[config.mk]
export PLATFORM = sky130hd
export DESIGN_NAME = ecdf_cell
export DESIGN_NICKNAME = d
export VERILOG_FILES = /design/src/rtl/ecdf_pkg.sv /design/src/rtl/ecdf_cell.sv
export SDC_FILE = /design/constraint.sdc
export NUM_CORES = 1
export LEC_CHECK = 0
export BUFFER_PORTS_ARGS = -buffer_cell sky130_fd_sc_hd__buf_2
export CORE_ASPECT_RATIO = 1.2
export CORE_MARGIN = 2
export CORE_UTILIZATION = 40
export DETAILED_ROUTE_END_ITERATION = 7
export GPL_ROUTABILITY_DRIVEN = 0
export PLACE_DENSITY = 0.78
export SYNTH_ARGS = -nofsm -noshare
export SYNTH_HDL_FRONTEND = slang
export SYNTH_SLANG_ARGS = --single-unit
[constraint.sdc]
create_clock -name aclk -period 3.4 [get_ports aclk]
set_input_delay 0.68 -clock aclk [delete_from_list [all_inputs] [get_ports aclk]]
set_output_delay 0.68 -clock aclk [all_outputs]
set_load 0.1 [all_outputs]
[src/rtl/ecdf_pkg.sv]
// Shared types and constants of the empirical distribution sampler.
// Used by ecdf_cell, ecdf_div and empirical_cdf_sampler; depends on nothing.
`default_nettype none

package ecdf_pkg;

    localparam int MAX_POINTS = 256;
    localparam int COUNT_W    = $clog2(MAX_POINTS + 1);
    localparam int STEP_W     = $clog2(MAX_POINTS);
    localparam int VAL_W      = 32;
    localparam int QNT_W      = 24;
    localparam int FRAC_W     = 16;
    localparam int XM_W       = FRAC_W + QNT_W;
    localparam int DY_W       = VAL_W + 1;
    localparam int NUM_W      = QNT_W + VAL_W + 1;
    localparam int DCNT_W     = $clog2(NUM_W + 1);
    localparam int TERM_W     = VAL_W + QNT_W + 3;
    localparam int ACC_W      = TERM_W + STEP_W;
    localparam int AVG_SHIFT  = 17;
    localparam int RES_W      = 42;
    localparam int HELD_W     = 9;

    localparam logic [QNT_W-1:0] LOW_RESET  = '0;
    localparam logic [QNT_W-1:0] HIGH_RESET = QNT_W'(65536);

    typedef enum logic [1:0] {
        FUNC_CLEAR   = 2'd0,
        FUNC_APPEND  = 2'd1,
        FUNC_SAMPLE  = 2'd2,
        FUNC_AVERAGE = 2'd3
    } func_t;

    typedef enum logic [1:0] {
        STAT_OK    = 2'd0,
        STAT_EMPTY = 2'd1,
        STAT_FULL  = 2'd2
    } status_t;

    typedef enum logic [3:0] {
        ST_IDLE,
        ST_XMUL,
        ST_SCAN,
        ST_PROD,
        ST_DIVGO,
        ST_DIV,
        ST_AVG,
        ST_AFLUSH,
        ST_AFIN,
        ST_DONE
    } state_t;

    typedef struct packed {
        logic rotate;
        logic load;
    } cell_ctrl_t;

endpackage

`default_nettype wire

[src/rtl/ecdf_cell.sv]
// One table cell: holds a (value, quantile) point and hands it to its
// neighbor while the ring rotates. Depends on ecdf_pkg.
`default_nettype none

module ecdf_cell (
    input  wire                           aclk,
    input  wire  ecdf_pkg::cell_ctrl_t    ctrl,
    input  wire  [ecdf_pkg::VAL_W-1:0]    shift_v,
    input  wire  [ecdf_pkg::QNT_W-1:0]    shift_q,
    input  wire  [ecdf_pkg::VAL_W-1:0]    load_v,
    input  wire  [ecdf_pkg::QNT_W-1:0]    load_q,
    output logic [ecdf_pkg::VAL_W-1:0]    cell_v,
    output logic [ecdf_pkg::QNT_W-1:0]    cell_q
);

    logic [ecdf_pkg::VAL_W-1:0] v_reg;
    logic [ecdf_pkg::QNT_W-1:0] q_reg;

    always_ff @(posedge aclk) begin
        if (ctrl.rotate) begin
            v_reg <= shift_v;
            q_reg <= shift_q;
        end else if (ctrl.load) begin
            v_reg <= load_v;
            q_reg <= load_q;
        end
    end

    assign cell_v = v_reg;
    assign cell_q = q_reg;

endmodule

`default_nettype wire

==> out/summary.txt <==
Post-route ant nets: 0
Crit-path leading delay family: buffers and inverters
Share of cells above drive strength 1: 0.809
Nets: 408
Run status: finished, final reports clean
Critical Path Source Type: primary input
Sum Neg Setup Slack: 0 ps
Worst setup margin: 1520 ps
Req. time, crit path: 3400 ps
Final Hold Viols: 0
Post-synthesis average cell area: 20.9 sq um
Initial antenna violation count: 0
Critical path's slowest cell: or2_2
DP Wirelength: 4480 um
Clock share of power: 0.167
Final period util: 0.554
Leak pwr: 0.00165 uW
Final hold slack: 676 ps
Worst slack at placement: 1140 ps
Psw: 853 uW
Clk root buf: clkbuf_8
Critical path class: in -> reg
CP max FO: 36
Die Ht: 90.3 um
Slowest stage delay, CP: 520 ps
Synth warnings: 0
HP Start: load_v[14]
Async SR Flop Fraction: 0
Die area: 6850 sq um
Reg clk slew, reported paths: 90 ps
Top cell type's share of synthesized area: 0.677
Share of the yosys chip area belonging to registers: 0.677
Pin count of the biggest net entering global routing: 37
Number of clock sinks: 56
FILL cells: 479
TritonCTS clock tree: yes
First-pass GRT wire length: 8550 um
Max-cap violations: 0
Util after Layout: 0.582
Top_reg_cell synth: edfxtp_1
Power share of the combinational group: 0.400
P_int: 1150 uW
Initial DRC count: 42
FP Rows: 31
CTS Hold Bufs: 0
Die X: 75.9 um
Global Route Usage Sum: 0.164
Slew Limit Headroom: 0.667
Synthesized net count: 234
Crit path buffers/inverters: 2
CP arrival: 1890 ps
Min Clock Period, post-route: 1880 ps
Top post-synthesis cells by count: edfxtp_1, mux2_4, mux2_2
Layout area overhead: 40.9%
CTS buffer count: 5
Gates resized, CTS repair: 0
H-tree depth: 2
GR Overflow Total: 0
Worst Setup SP: ctrl[1]
Peak VDD IR: 0.000282 V
Top-count cell post-synth: edfxtp_1
Final WL: 5640 um
Sequential share of power: 0.433
I/O Pins: 171
Synth top area cells: edfxtp_1, mux2_4, mux2_2
DR vias: 1675
Wire per inst: 15.0 um
Max-slew violations: 0
Critical Path End Type: register
Worst Tran Pin Value: 499 ps
Sw frac: 0.427
RSZ-0062 raised after global routing: false
Max Clk Rate: 531 MHz
Distinct cell type count after synthesis: 6
Vias in the first global route: 1745
Worst path cell trace: buf_2 -> or2_2 -> buf_12
Initial core utilization: 0.413
DR vias/cell: 4.47
Mapped Area: 2480 sq um
Area leader, netlist: edfxtp_1
Final setup fails: 0
Core footprint: 6010 sq um
Drt drc: 0
PD cells: 572 nW/um^2
Post-CTS Setup Bufs: 0
Drt pass-1 iters: 4
Post-synth EDFFs: 56
CTS Buffer Depth: 2
Hold/Removal Path Class: in -> reg
Dpl cells: 368
#FFs+latches synth: 56
Layout Cells excl Fill: 375
Post-Syn Instances: 119
Antenna Cells: 0
Port-buffer cells: 170
-- power groups by stage --
stage | sequential, uW | combinational, uW | clock, uW
2_1_floorplan | 1440 | 97.4 | 0
3_3_place_gp | 879 | 799 | 0
3_5_place_dp | 880 | 804 | 0
4_1_cts | 866 | 804 | 356
5_1_grt | 874 | 821 | 380
6_report | 866 | 799 | 335
-- logic make-up after synthesis --
group,synth area share
multiplexers,0.298
buffers and inverters,0.0222
flip-flops,0.677
AND/OR/NAND/NOR,0.00252
-- cell usage in the layout, fill, tap and decap left out --
master / synthesis / final
buf_12: 0 / 1
buf_4: 0 / 2
mux2_4: 29 / 29
clkbuf_8: 0 / 5
mux2_2: 27 / 27
clkinvlp_4: 0 / 1
buf_2: 2 / 170
or2_2: 0 / 1
clkinv_2: 0 / 1
edfxtp_1: 56 / 56
-- layout make-up --
type	count	area (sq um)	area share
Clock inverter	2	12.5	0.00358
Sequential cell	56	1680	0.481
Multi-Input combinational cell	57	746	0.213
Tap cell	82	103	0.0293
Clock buffer	5	68.8	0.0197
Timing Repair Buffer	173	886	0.253
-- layer usage --
layer | track usage | part of all wire
met3 | 0.0650 | 0.10
met4 | 0.0561 | 0.017
met2 | 0.284 | 0.51
met1 | 0.185 | 0.37
met5 | 0 | 0
-- final timing paths --
path | end | slack, ps | cells past startpoint
worst max-delay path | cell_v[3] | 1520 | 3
worst min-delay path | cell_v[14] | 680 | 2
-- per-stage QoR --
step                      instance area [sq um]  total power [uW]
after global placement                     3420              1680
after floorplan                            2480              1540
after CTS                                  3500              2030
after global routing                       3500              2080
final                                      3500              2000
after detailed placement                   3420              1680
-- sequential cells by signal, summed over array words and instances (netlist names) --
| register | cells |
|---|---|
| cell_q | 24 |
| cell_v | 32 |
Note: power is estimated with default switching activity, not from simulation.
