==> src/rtl/ecdf_pkg.sv <==
// Shared types and constants of the empirical distribution sampler.
// Used by ecdf_cell, ecdf_div and empirical_cdf_sampler; depends on nothing.
`default_nettype none

package ecdf_pkg;

    localparam int MAX_POINTS = 256;
    localparam int COUNT_W    = $clog2(MAX_POINTS + 1);
    localparam int STEP_W     = $clog2(MAX_POINTS);
    localparam int VAL_W      = 32;
    localparam int QNT_W      = 24;
    localparam int FRAC_W     = 16;
    localparam int XM_W       = FRAC_W + QNT_W;
    localparam int DY_W       = VAL_W + 1;
    localparam int NUM_W      = QNT_W + VAL_W + 1;
    localparam int DCNT_W     = $clog2(NUM_W + 1);
    localparam int TERM_W     = VAL_W + QNT_W + 3;
    localparam int ACC_W      = TERM_W + STEP_W;
    localparam int AVG_SHIFT  = 17;
    localparam int RES_W      = 42;
    localparam int HELD_W     = 9;

    localparam logic [QNT_W-1:0] LOW_RESET  = '0;
    localparam logic [QNT_W-1:0] HIGH_RESET = QNT_W'(65536);

    typedef enum logic [1:0] {
        FUNC_CLEAR   = 2'd0,
        FUNC_APPEND  = 2'd1,
        FUNC_SAMPLE  = 2'd2,
        FUNC_AVERAGE = 2'd3
    } func_t;

    typedef enum logic [1:0] {
        STAT_OK    = 2'd0,
        STAT_EMPTY = 2'd1,
        STAT_FULL  = 2'd2
    } status_t;

    typedef enum logic [3:0] {
        ST_IDLE,
        ST_XMUL,
        ST_SCAN,
        ST_PROD,
        ST_DIVGO,
        ST_DIV,
        ST_AVG,
        ST_AFLUSH,
        ST_AFIN,
        ST_DONE
    } state_t;

    typedef struct packed {
        logic rotate;
        logic load;
    } cell_ctrl_t;

endpackage

`default_nettype wire

==> src/rtl/ecdf_div.sv <==
// Restoring divider, one quotient bit per cycle, for the interpolation step.
// Depends on ecdf_pkg.
`default_nettype none

module ecdf_div (
    input  wire                           aclk,
    input  wire                           aresetn,
    input  wire                           start,
    input  wire  [ecdf_pkg::NUM_W-1:0]    num,
    input  wire  [ecdf_pkg::QNT_W-1:0]    den,
    output logic [ecdf_pkg::NUM_W-1:0]    quo,
    output logic                          rem_nz,
    output logic                          done
);

    logic [ecdf_pkg::QNT_W-1:0]  rem_reg;
    logic [ecdf_pkg::NUM_W-1:0]  quo_reg;
    logic [ecdf_pkg::QNT_W-1:0]  den_reg;
    logic [ecdf_pkg::DCNT_W-1:0] cnt_reg;
    logic                        busy_reg;
    logic                        done_reg;
    logic [ecdf_pkg::QNT_W:0]    trial;
    logic                        fits;

    assign trial = {rem_reg, quo_reg[ecdf_pkg::NUM_W-1]};
    assign fits  = (trial >= {1'b0, den_reg});

    always_ff @(posedge aclk) begin
        if (!aresetn) begin
            busy_reg <= 1'b0;
            done_reg <= 1'b0;
            cnt_reg  <= '0;
        end else begin
            done_reg <= 1'b0;
            if (start) begin
                busy_reg <= 1'b1;
                cnt_reg  <= '0;
            end else if (busy_reg) begin
                cnt_reg <= cnt_reg + 1'b1;
                if (cnt_reg == ecdf_pkg::DCNT_W'(ecdf_pkg::NUM_W - 1)) begin
                    busy_reg <= 1'b0;
                    done_reg <= 1'b1;
                end
            end
        end
    end

    always_ff @(posedge aclk) begin
        if (start) begin
            rem_reg <= '0;
            quo_reg <= num;
            den_reg <= den;
        end else if (busy_reg) begin
            // subtract when the partial remainder covers the divisor
            rem_reg <= fits ? ecdf_pkg::QNT_W'(trial - {1'b0, den_reg})
                            : trial[ecdf_pkg::QNT_W-1:0];
            quo_reg <= {quo_reg[ecdf_pkg::NUM_W-2:0], fits};
        end
    end

    assign quo    = quo_reg;
    assign rem_nz = |rem_reg;
    assign done   = done_reg;

endmodule

`default_nettype wire

==> config.mk <==
export PLATFORM = sky130hd
export DESIGN_NAME = ecdf_div
export DESIGN_NICKNAME = d
export VERILOG_FILES = /design/src/rtl/ecdf_pkg.sv /design/src/rtl/ecdf_div.sv
export SDC_FILE = /design/constraint.sdc
export NUM_CORES = 1
export LEC_CHECK = 0
export CORE_MARGIN = 2
export CORE_UTILIZATION = 61
export CTS_CLUSTER_DIAMETER = 120
export DETAILED_ROUTE_END_ITERATION = 10
export DONT_BUFFER_PORTS = 1
export PLACE_DENSITY = 0.77
export SLEW_MARGIN = 40
export SYNTH_ARGS = -nofsm -noshare
export SYNTH_HDL_FRONTEND = slang
export SYNTH_SLANG_ARGS = --single-unit
==> constraint.sdc <==
create_clock -name aclk -period 2.6 [get_ports aclk]
set_clock_uncertainty 0.05 [all_clocks]
set_input_delay 0.39 -clock aclk [delete_from_list [all_inputs] [get_ports aclk]]
set_output_delay 0.39 -clock aclk [all_outputs]
set_load 0.05 [all_outputs]
==> flow_summary_export.csv, run 1 <==
group,metric,value,unit
finish,largest_register_ffs,57,
status,violations,"negative setup slack",
critical_path,required,2.99,ns
critical_path,endpoint_kind,"flop",
drt,first_iter_violations,236,
pwr,p_sw_share,30.27,%
clock_network,cts.path.max_buffers,2,
yosys,synth_fp_nets,621,
yosys,synth_top_area_share,40.59,%
sta,final_max_slew_viol_count,0,
floorplanning,core,0.009639,mm2
drt,drt-met1-wl,5698,um
yosys,yosys.area.top_type,"edfxtp_1",
floorplanning,std_cell_rows,36,
drt,firstDrtPassIters,4,
pwr,seqPwrFrac,43.3,%
yosys,ys_types,65,
floorplanning,die-area,0.01063,mm2
critical_path,r2r_slack,-0.01,ns
place,dp_cells,669,
critical_path,regToRegStartpoint,"quo[56]",
sta,rsz0062_at_grt,"yes",
floorplanning,die_h,103.1,um
clock_network,cts_tree,"done",
drt,drc,0,
sta,hold_viol,0,
pwr,power.share.clock,37.5,%
critical_path,worstPathMaxFanout,3,
yosys,async_flop_share,0,%
pwr,power.density,786.7,mW/mm2
yosys,synth-seq-cells,113,
drt,wl_met2,7258,um
drt,highest_layer,"met4",
critical_path,startpoint_type,"flop",
critical_path,reg2reg_depth,11,
sta,fmax,382.9,MHz
finish,drive_gt1_share,31.17,%
yosys,synthFlopType,"edfxtp_1",
pwr,cell_internal_pwr,0.004163,W
yosys,syn-cell-area,0.005992,mm2
pwr,power_frac_comb,19.2,%
drt,viasPerCell,5.930,
min_path,hold_class,"in -> reg",
status,status,"complete, but fails checks",
critical_path,arrival,3.00,ns
clock_network,numCtsBuffers,17,
clock_network,clock-sinks,113,
job,drv_cap,0,
yosys,syn_area_per_cell,11.75,um2
yosys,synth_edf_count,81,
sta,fin_crit,2.611,ns
global_routing,grt_max_degree,64,
finish,final_core_util,78.73,%
sta,holdWs,0.03745,ns
finish,antennaDiodeCount,0,
pwr,p_leak,3.012,nW
global_routing,first_global_vias,4398,
sta,final-setup-viol-count,2,
global_routing,grt_usage,26.75,%
yosys,synthTopCellsByArea,"edfxtp_1 41%, mux2_2 11%, dfxtp_1 11%",
finish,final_cell_mix,"81 x edfxtp_1, 57 x mux2_2, 48 x buf_4",
min_path,min_path_cells,1,
clock_network,clkLatencyLatePin,0.52,ns
global_routing,grt_overflow_total,0,
sta,slew_headroom,63.61,%
clock_network,root_buffer,"clkbuf_8",
finish,fin_nets,699,
clock_network,clkTransAtPathRegs,0.06,ns
finish,final_common_cell,"edfxtp_1",
place,gp_congestion,0.9059,
global_routing,antenna_found_initial,0,
sta,worstMarginPinSlew,0.5459,ns
pwr,vdd_drop_max,667.1,uV
drt,finalWirelength,14330,um
floorplanning,start_util,62.16,%
place,dp_hpwl,9289,um
global_routing,grt_pass1_wl,21380,um
yosys,yosysWarnings,0,
sta,finalWorstSetupSlack,-0.01147,ns
finish,synthToLayoutAreaGrowth,26.64,%
sta,tns,-0.01629,ns
drt,detail_route.wl_per_cell,19.55,um
floorplanning,pin_count,143,
finish,seqCellArea,0.003074,mm2
yosys,synthCells,510,
finish,multi_input_area,0.002913,mm2
drt,drtAntennaViolNets,0,
critical_path,critPathKind,"reg -> reg",
clock_network,htreeDepth,4,
critical_path,r2r_end,"rem_reg[20]",
finish,fillerInstances,623,
yosys,seq_area_frac_synth,51.28,%
finish,final_cells,733,
min_path,min_from,"num[30]",
pwr,p_sw,0.001807,W
floorplanning,die_width,103.1,um
drt,vias,4347,
place,port_buffers,0,
sta,fin_crit_sh,100.4,%
drt,wl_met3,1065,um
min_path,whs_endpoint,"quo[30]",
## synthesized netlist by cell type (5+ instances only)
cell and number:
ha_1 26, dfxtp_1 32, nor2_1 39, xnor2_1 10
o21ai_0 13, a21oi_1 16, mux2_2 57, a211oi_1 12
a21o_1 5, nor2b_1 7, nand2_1 24, nand2b_1 6
nor3_1 5, mux2i_1 18, nor4_1 9, inv_1 34
nand3_1 9, edfxtp_1 81, xor2_1 12, clkbuf_1 16
## what timing repair did
item,4_1_cts,5_1_grt
hold buffers,26,0
gates resized for setup,8,35
cloned,0,1
setup endpoints to repair,13,26
setup buffers,0,6
pin swaps,2,12
hold endpoints to repair,68,0
## power groups by stage
stage	sequential, W	combinational [W]	clock, W
CTS	0.00258	0.00101	0.00227
global placement	0.00260	0.000916	0
detailed placement	0.00261	0.000942	0
floorplan	0.00257	0.000698	0
global route	0.00260	0.00124	0.00235
finish	0.00258	0.00115	0.00224
## final cells by class
cell class | count | share of cell area, %
clock inverter | 11 | 1.847
multi-input combinational | 342 | 38.38
sequential | 113 | 40.51
tap | 133 | 2.193
timing repair buffer | 80 | 9.777
inverter | 34 | 1.682
clock buffer | 20 | 5.606
## per-stage QoR
step           setup slack (ns)  total power (W)  area (um2)
2_1_floorplan          -0.07550         0.003272        6011
3_3_place_gp            0.03049         0.003519        6442
3_5_place_dp           -0.04703         0.003549        6442
4_1_cts              0.00008771         0.005865        7328
5_1_grt                 -0.1973         0.006190        7589
6_report               -0.01147         0.005970        7589
## kinds of logic after synthesis
| logic type | after synthesis | synth area share (%) |
|---|---|---|
| adders and majority gates | 27 | 5.763 |
| DFF | 113 | 51.28 |
| xor gates and xnor gates | 22 | 3.216 |
| and+or+nand+nor | 126 | 10.98 |
| muxes | 75 | 13.72 |
| AOI/OAI and AO/OA | 92 | 11.03 |
| buffers and inverters | 55 | 4.009 |
## worst max-delay path, cell delays in order, from the launching register on
cell      delay [ns]
edfxtp_1        0.38
inv_1           0.07
ha_2            0.20
fa_2            0.22
nor2b_2         0.05
o31a_1          0.28
o31a_1          0.37
o31ai_2         0.25
nor3b_2         0.22
xnor2_1         0.16
mux2i_1         0.10
a211oi_1        0.20
## worst max-delay path by stage
stage	startpoint	end	slack, ns	cells past startpoint
6_report	quo[56]	rem_reg[20]	-0.01	11
5_1_grt	quo[56]	rem_reg[20]	-0.20	11
4_1_cts	quo[56]	rem_reg[20]	0.00009	11
3_5_place_dp	den_reg[16]	rem_reg[17]	-0.05	10
3_3_place_gp	den_reg[18]	rem_reg[17]	0.03	11
2_1_floorplan	quo[56]	rem_reg[22]	-0.08	11
## routing by layer
layer	track usage (%)	vias to the layer above
met4	8.907	0
met3	10.92	27
li1	-	2051
met2	44.16	174
met1	31.95	2095
met5	0	-
No activity file was read; power rests on OpenSTA's default activity.
==> run 2: changes to the inputs <==
REMOVE_ABC_BUFFERS = 1   (was unset)
==> run 2 against run 1 <==
Against the previous run:
- total power down 2.0%
- final area fell by 0.13%
- die area unchanged
- combinational power barely moved
- count of clock-buffer cells in the layout shrank 2
- the run now ends clean
- via count decreased by 0.83%
- clock power shrank 5%
- cell count grew 0.82%
- sequential power about the same
==> flow_summary_export.csv, run 2 (synthesized netlist as in run 1, its figures left out) <==
group,metric,value,unit
floorplanning,die_h,103.1,um
drt,vias,4311,
drt,detail_route.wl_per_cell,18.62,um
drt,first_iter_violations,200,
floorplanning,core,0.009639,mm2
finish,synthToLayoutAreaGrowth,26.48,%
pwr,vdd_drop_max,567.6,uV
place,placed_cell_area,0.006409,mm2
pwr,p_total,0.005849,W
status,status,"finished, final reports clean",
sta,holdWs,0.03356,ns
sta,final-setup-viol-count,0,
global_routing,grt_max_degree,64,
pwr,p_sw_share,30.45,%
critical_path,required,2.98,ns
finish,final_cell_mix,"81 x edfxtp_1, 57 x mux2_2, 55 x buf_4",
finish,antennaDiodeCount,0,
pwr,cell_internal_pwr,0.004068,W
pwr,power_frac_comb,19.5,%
floorplanning,die-area,0.01063,mm2
critical_path,regToRegStartpoint,"quo[56]",
place,port_buffers,0,
floorplanning,pin_count,143,
critical_path,crit_start,"quo[56]",
pwr,p_leak,3.019,nW
finish,final_common_cell,"edfxtp_1",
drt,drc,0,
global_routing,grt_usage,26.35,%
floorplanning,die_width,103.1,um
place,gp_congestion,0.8753,
critical_path,critPathKind,"reg -> reg",
finish,drive_gt1_share,31.68,%
place,dp_slack,-0.08029,ns
sta,fin_crit_sh,99.07,%
global_routing,grt_overflow_total,0,
global_routing,grt_pass1_wl,20980,um
drt,finalWirelength,13760,um
pwr,power.density,771.8,mW/mm2
global_routing,antenna_found_initial,0,
min_path,min_from,"num[35]",
clock_network,cts.path.max_buffers,2,
place,dp_hpwl,8879,um
global_routing,first_global_vias,4393,
clock_network,clock-sinks,113,
sta,fin_crit,2.576,ns
clock_network,root_buffer,"clkbuf_8",
critical_path,endpoint_kind,"flop",
global_routing,met2_usage,42.01,%
global_routing,grtUsageMet1,31.30,%
clock_network,cts_tree,"done",
global_routing,busiest_layer,"met2",
critical_path,worstPathMaxFanout,11,
sta,fmax,388.2,MHz
sta,worstMarginPinSlew,0.5655,ns
floorplanning,start_util,62.16,%
finish,fillerInstances,611,
drt,viasPerCell,5.834,
min_path,hold_class,"in -> reg",
critical_path,startpoint_type,"flop",
clock_network,numCtsBuffers,17,
job,drv_cap,0,
pwr,seqPwrFrac,44.1,%
finish,final_core_util,78.62,%
sta,hold_viol,0,
sta,final_max_slew_viol_count,0,
critical_path,arrival,2.95,ns
sta,slew_headroom,62.20,%
clock_network,htreeDepth,4,
sta,finalWorstSetupSlack,0.02409,ns
clock_network,clkLatencyLatePin,0.52,ns
finish,fin_area,0.007579,mm2
drt,drtAntennaViolNets,0,
finish,fin_nets,705,
global_routing,use_met3,10.24,%
finish,largest_register_ffs,57,
floorplanning,std_cell_rows,36,
pwr,power.share.clock,36.4,%
drt,firstDrtPassIters,5,
clock_network,clkTransAtPathRegs,0.06,ns
sta,rsz0062_at_grt,"yes",
pwr,p_sw,0.001781,W
[run 2: changes by cell type in the layout (fill, tap and decap cells not counted), sizes merged]
cell	change
buf	+7
clkinv	+2
clkinvlp	+1
bufinv	-1
clkbuf	-3
[run 2: layout make-up]
class / instances / area (um2) / share of cell area [%]
flip-flops and latches: 113 / 3073 / 40.55
multi-input cells: 342 / 2898 / 38.24
repair buffers: 86 / 774.5 / 10.22
clock buffers: 18 / 417.9 / 5.514
well taps: 133 / 166.4 / 2.196
inverters: 34 / 127.6 / 1.684
clock inverters: 13 / 121.4 / 1.601
[run 2: through the flow]
stage | instances | setup TNS, ns
after detailed placement | 667 | -0.1372
after global placement | 667 | -0.06236
after floorplan | 489 | -26.86
after CTS | 729 | -0.03325
after global routing | 739 | -0.5229
final | 739 | 0
[run 2: power by group through the flow]
stage	sequential (W)	combinational (W)	clock (W)
after global placement	0.00260	0.000899	0
after CTS	0.00257	0.00105	0.00216
after global routing	0.00260	0.00124	0.00224
after detailed placement	0.00260	0.000927	0
final	0.00258	0.00114	0.00213
after floorplan	0.00258	0.000636	0
[run 2: final timing paths]
kind	end	slack [ns]	cells after the start
max	rem_reg[17]	0.02	12
min	quo[35]	0.03	1
max reg2reg	rem_reg[17]	0.02	12
min reg2reg	cnt_reg[5]	0.45	2
[run 2: timing repair]
action / in CTS / in global routing
hold endpoints to repair: 68 / 0
endpoints found under the setup margin: 7 / 23
resized for setup: 15 / 28
buffers inserted: 5 / 10
hold buffers: 26 / 0
pin swaps: 4 / 18
[run 2: worst max-delay path, stage by stage (launching register included)]
cell,delay [ns]
edfxtp_1,0.35
inv_1,0.05
ha_2,0.19
buf_4,0.13
nor2b_2,0.15
o2111ai_2,0.20
a21oi_2,0.22
o221ai_2,0.12
o211ai_2,0.11
a21oi_4,0.10
buf_6,0.15
or3_1,0.39
a311oi_1,0.28
[run 2: per-layer routing]
layer | up-vias | share of wire [%]
met3 | 18 | 8.2
met1 | 2071 | 40
met2 | 156 | 50
li1 | 2066 | -
met4 | 0 | 1.9
met5 | - | 0
==> run 3: changes to the inputs <==
RECOVER_POWER = 50   (was unset)
==> run 3 against run 2 <==
Against the previous run:
- register-to-register slack about the same
- fmax shrank 0.15%
- critical path depth stayed put
- sequential share of layout area unchanged
==> flow_summary_export.csv, run 3 (synthesized netlist as in run 1, its figures left out) <==
group,metric,value,unit
pwr,power.density,772.0,mW/mm2
place,gp_congestion,0.8753,
finish,fillerInstances,611,
finish,antennaDiodeCount,0,
sta,worstMarginPinSlew,0.5777,ns
min_path,hold_class,"in -> reg",
global_routing,grt_usage,26.35,%
status,status,"finished, final reports clean",
global_routing,grt_max_degree,64,
sta,finalWorstSetupSlack,0.02021,ns
critical_path,startpoint_type,"flop",
pwr,vdd_drop_max,567.5,uV
drt,first_iter_violations,201,
finish,final_cell_mix,"81 x edfxtp_1, 57 x mux2_2, 55 x buf_4",
sta,fin_crit_sh,99.22,%
sta,rsz0062_at_grt,"yes",
place,dp_hpwl,8879,um
sta,tns,0,ns
finish,largest_register_ffs,57,
finish,final_common_cell,"edfxtp_1",
critical_path,critPathKind,"reg -> reg",
critical_path,arrival,2.96,ns
global_routing,antenna_found_initial,0,
pwr,p_leak,3.020,nW
drt,vias,4311,
clock_network,clkTransAtPathRegs,0.06,ns
floorplanning,pin_count,143,
floorplanning,core,0.009639,mm2
pwr,p_sw,0.001783,W
critical_path,endpoint_kind,"flop",
clock_network,numCtsBuffers,17,
critical_path,r2r_slack,0.02,ns
critical_path,worstPathMaxFanout,11,
drt,detail_route.wl_per_cell,18.62,um
drt,drc,0,
critical_path,reg2reg_depth,12,
pwr,seqPwrFrac,44.1,%
drt,finalWirelength,13760,um
clock_network,root_buffer,"clkbuf_8",
floorplanning,std_cell_rows,36,
place,dp_slack,-0.08029,ns
floorplanning,die-area,0.01063,mm2
sta,fmax,387.6,MHz
job,drv_cap,0,
min_path,min_path_cells,1,
pwr,power_frac_comb,19.5,%
sta,slew_headroom,61.44,%
sta,final_max_slew_viol_count,0,
global_routing,grt_overflow_total,0,
clock_network,cts.path.max_buffers,2,
critical_path,required,2.98,ns
place,placed_cell_area,0.006409,mm2
finish,synthToLayoutAreaGrowth,26.48,%
sta,fin_crit,2.580,ns
drt,drtAntennaViolNets,0,
clock_network,cts_tree,"done",
pwr,p_sw_share,30.48,%
finish,fin_area,0.007579,mm2
sta,final-setup-viol-count,0,
floorplanning,die_width,103.1,um
pwr,cell_internal_pwr,0.004068,W
clock_network,clock-sinks,113,
global_routing,grt_pass1_wl,20980,um
floorplanning,start_util,62.16,%
global_routing,first_global_vias,4393,
pwr,power.share.clock,36.4,%
finish,drive_gt1_share,31.52,%
sta,hold_viol,0,
drt,firstDrtPassIters,5,
floorplanning,die_h,103.1,um
clock_network,clkLatencyLatePin,0.52,ns
finish,fin_nets,705,
clock_network,htreeDepth,4,
place,port_buffers,0,
drt,viasPerCell,5.834,
-- run 3: critical path: stages (launching register included) --
cell and delay, ns:
edfxtp_1 0.35, inv_1 0.05, ha_2 0.19, buf_4 0.13, nor2b_2 0.15, o2111ai_2 0.20, a21oi_2 0.22, o221ai_2 0.12
o211ai_2 0.11, a21oi_4 0.10, buf_6 0.15, or3_1 0.39, a311oi_1 0.28
-- run 3: per-stage QoR --
step | power, W | util, % | hold WS (ns) | cells
after floorplan | 0.003220 | - | 0.3992 | 489
after global placement | 0.003499 | 66.48 | 0.4213 | 667
after detailed placement | 0.003529 | 66.48 | 0.4258 | 667
after CTS | 0.005778 | 76.40 | 0.01044 | 729
after global routing | 0.006074 | 78.62 | 0.007965 | 739
final | 0.005851 | 78.62 | 0.03410 | 739
-- run 3: final timing paths --
check / startpoint / to
worst min register to register: cnt_reg[5] / cnt_reg[5]
worst max register to register: quo[56] / rem_reg[17]
worst max-delay path: quo[56] / rem_reg[17]
worst min-delay path: num[55] / quo[55]
-- run 3: what timing repair did --
action	in CTS	in global routing
hold endpoints to repair	68	0
gates resized for setup	15	28
endpoints found under the setup margin	7	23
buffers inserted	5	10
hold buffers	26	0
pin swaps	4	18
-- run 3: layout make-up --
| class | count | area (um2) | area share, % |
|---|---|---|---|
| clock buffers | 18 | 417.9 | 5.514 |
| inverters | 34 | 127.6 | 1.684 |
| well taps | 133 | 166.4 | 2.196 |
| repair buffers | 86 | 774.5 | 10.22 |
| multi-input cells | 342 | 2898 | 38.24 |
| flip-flops and latches | 113 | 3073 | 40.55 |
| clock inverters | 13 | 121.4 | 1.601 |
-- run 3: metal layers --
layer | part of all wire [%] | global-route usage (%) | vias to the layer above | wire, um
li1 | - | - | 2065 | -
met1 | 40 | 31.30 | 2069 | 5500
met2 | 50 | 42.01 | 155 | 6846
met3 | 8.0 | 10.24 | 22 | 1101
met4 | 2.2 | 12.85 | 0 | 309
met5 | 0 | 0 | - | 0
-- run 3: power by group through the flow --
| stage | combinational [W] | sequential, W | clock, W |
|---|---|---|---|
| 5_1_grt | 0.00124 | 0.00260 | 0.00224 |
| 4_1_cts | 0.00105 | 0.00257 | 0.00216 |
| 6_report | 0.00114 | 0.00258 | 0.00213 |
| 2_1_floorplan | 0.000636 | 0.00258 | 0 |
| 3_5_place_dp | 0.000927 | 0.00260 | 0 |
| 3_3_place_gp | 0.000899 | 0.00260 | 0 |
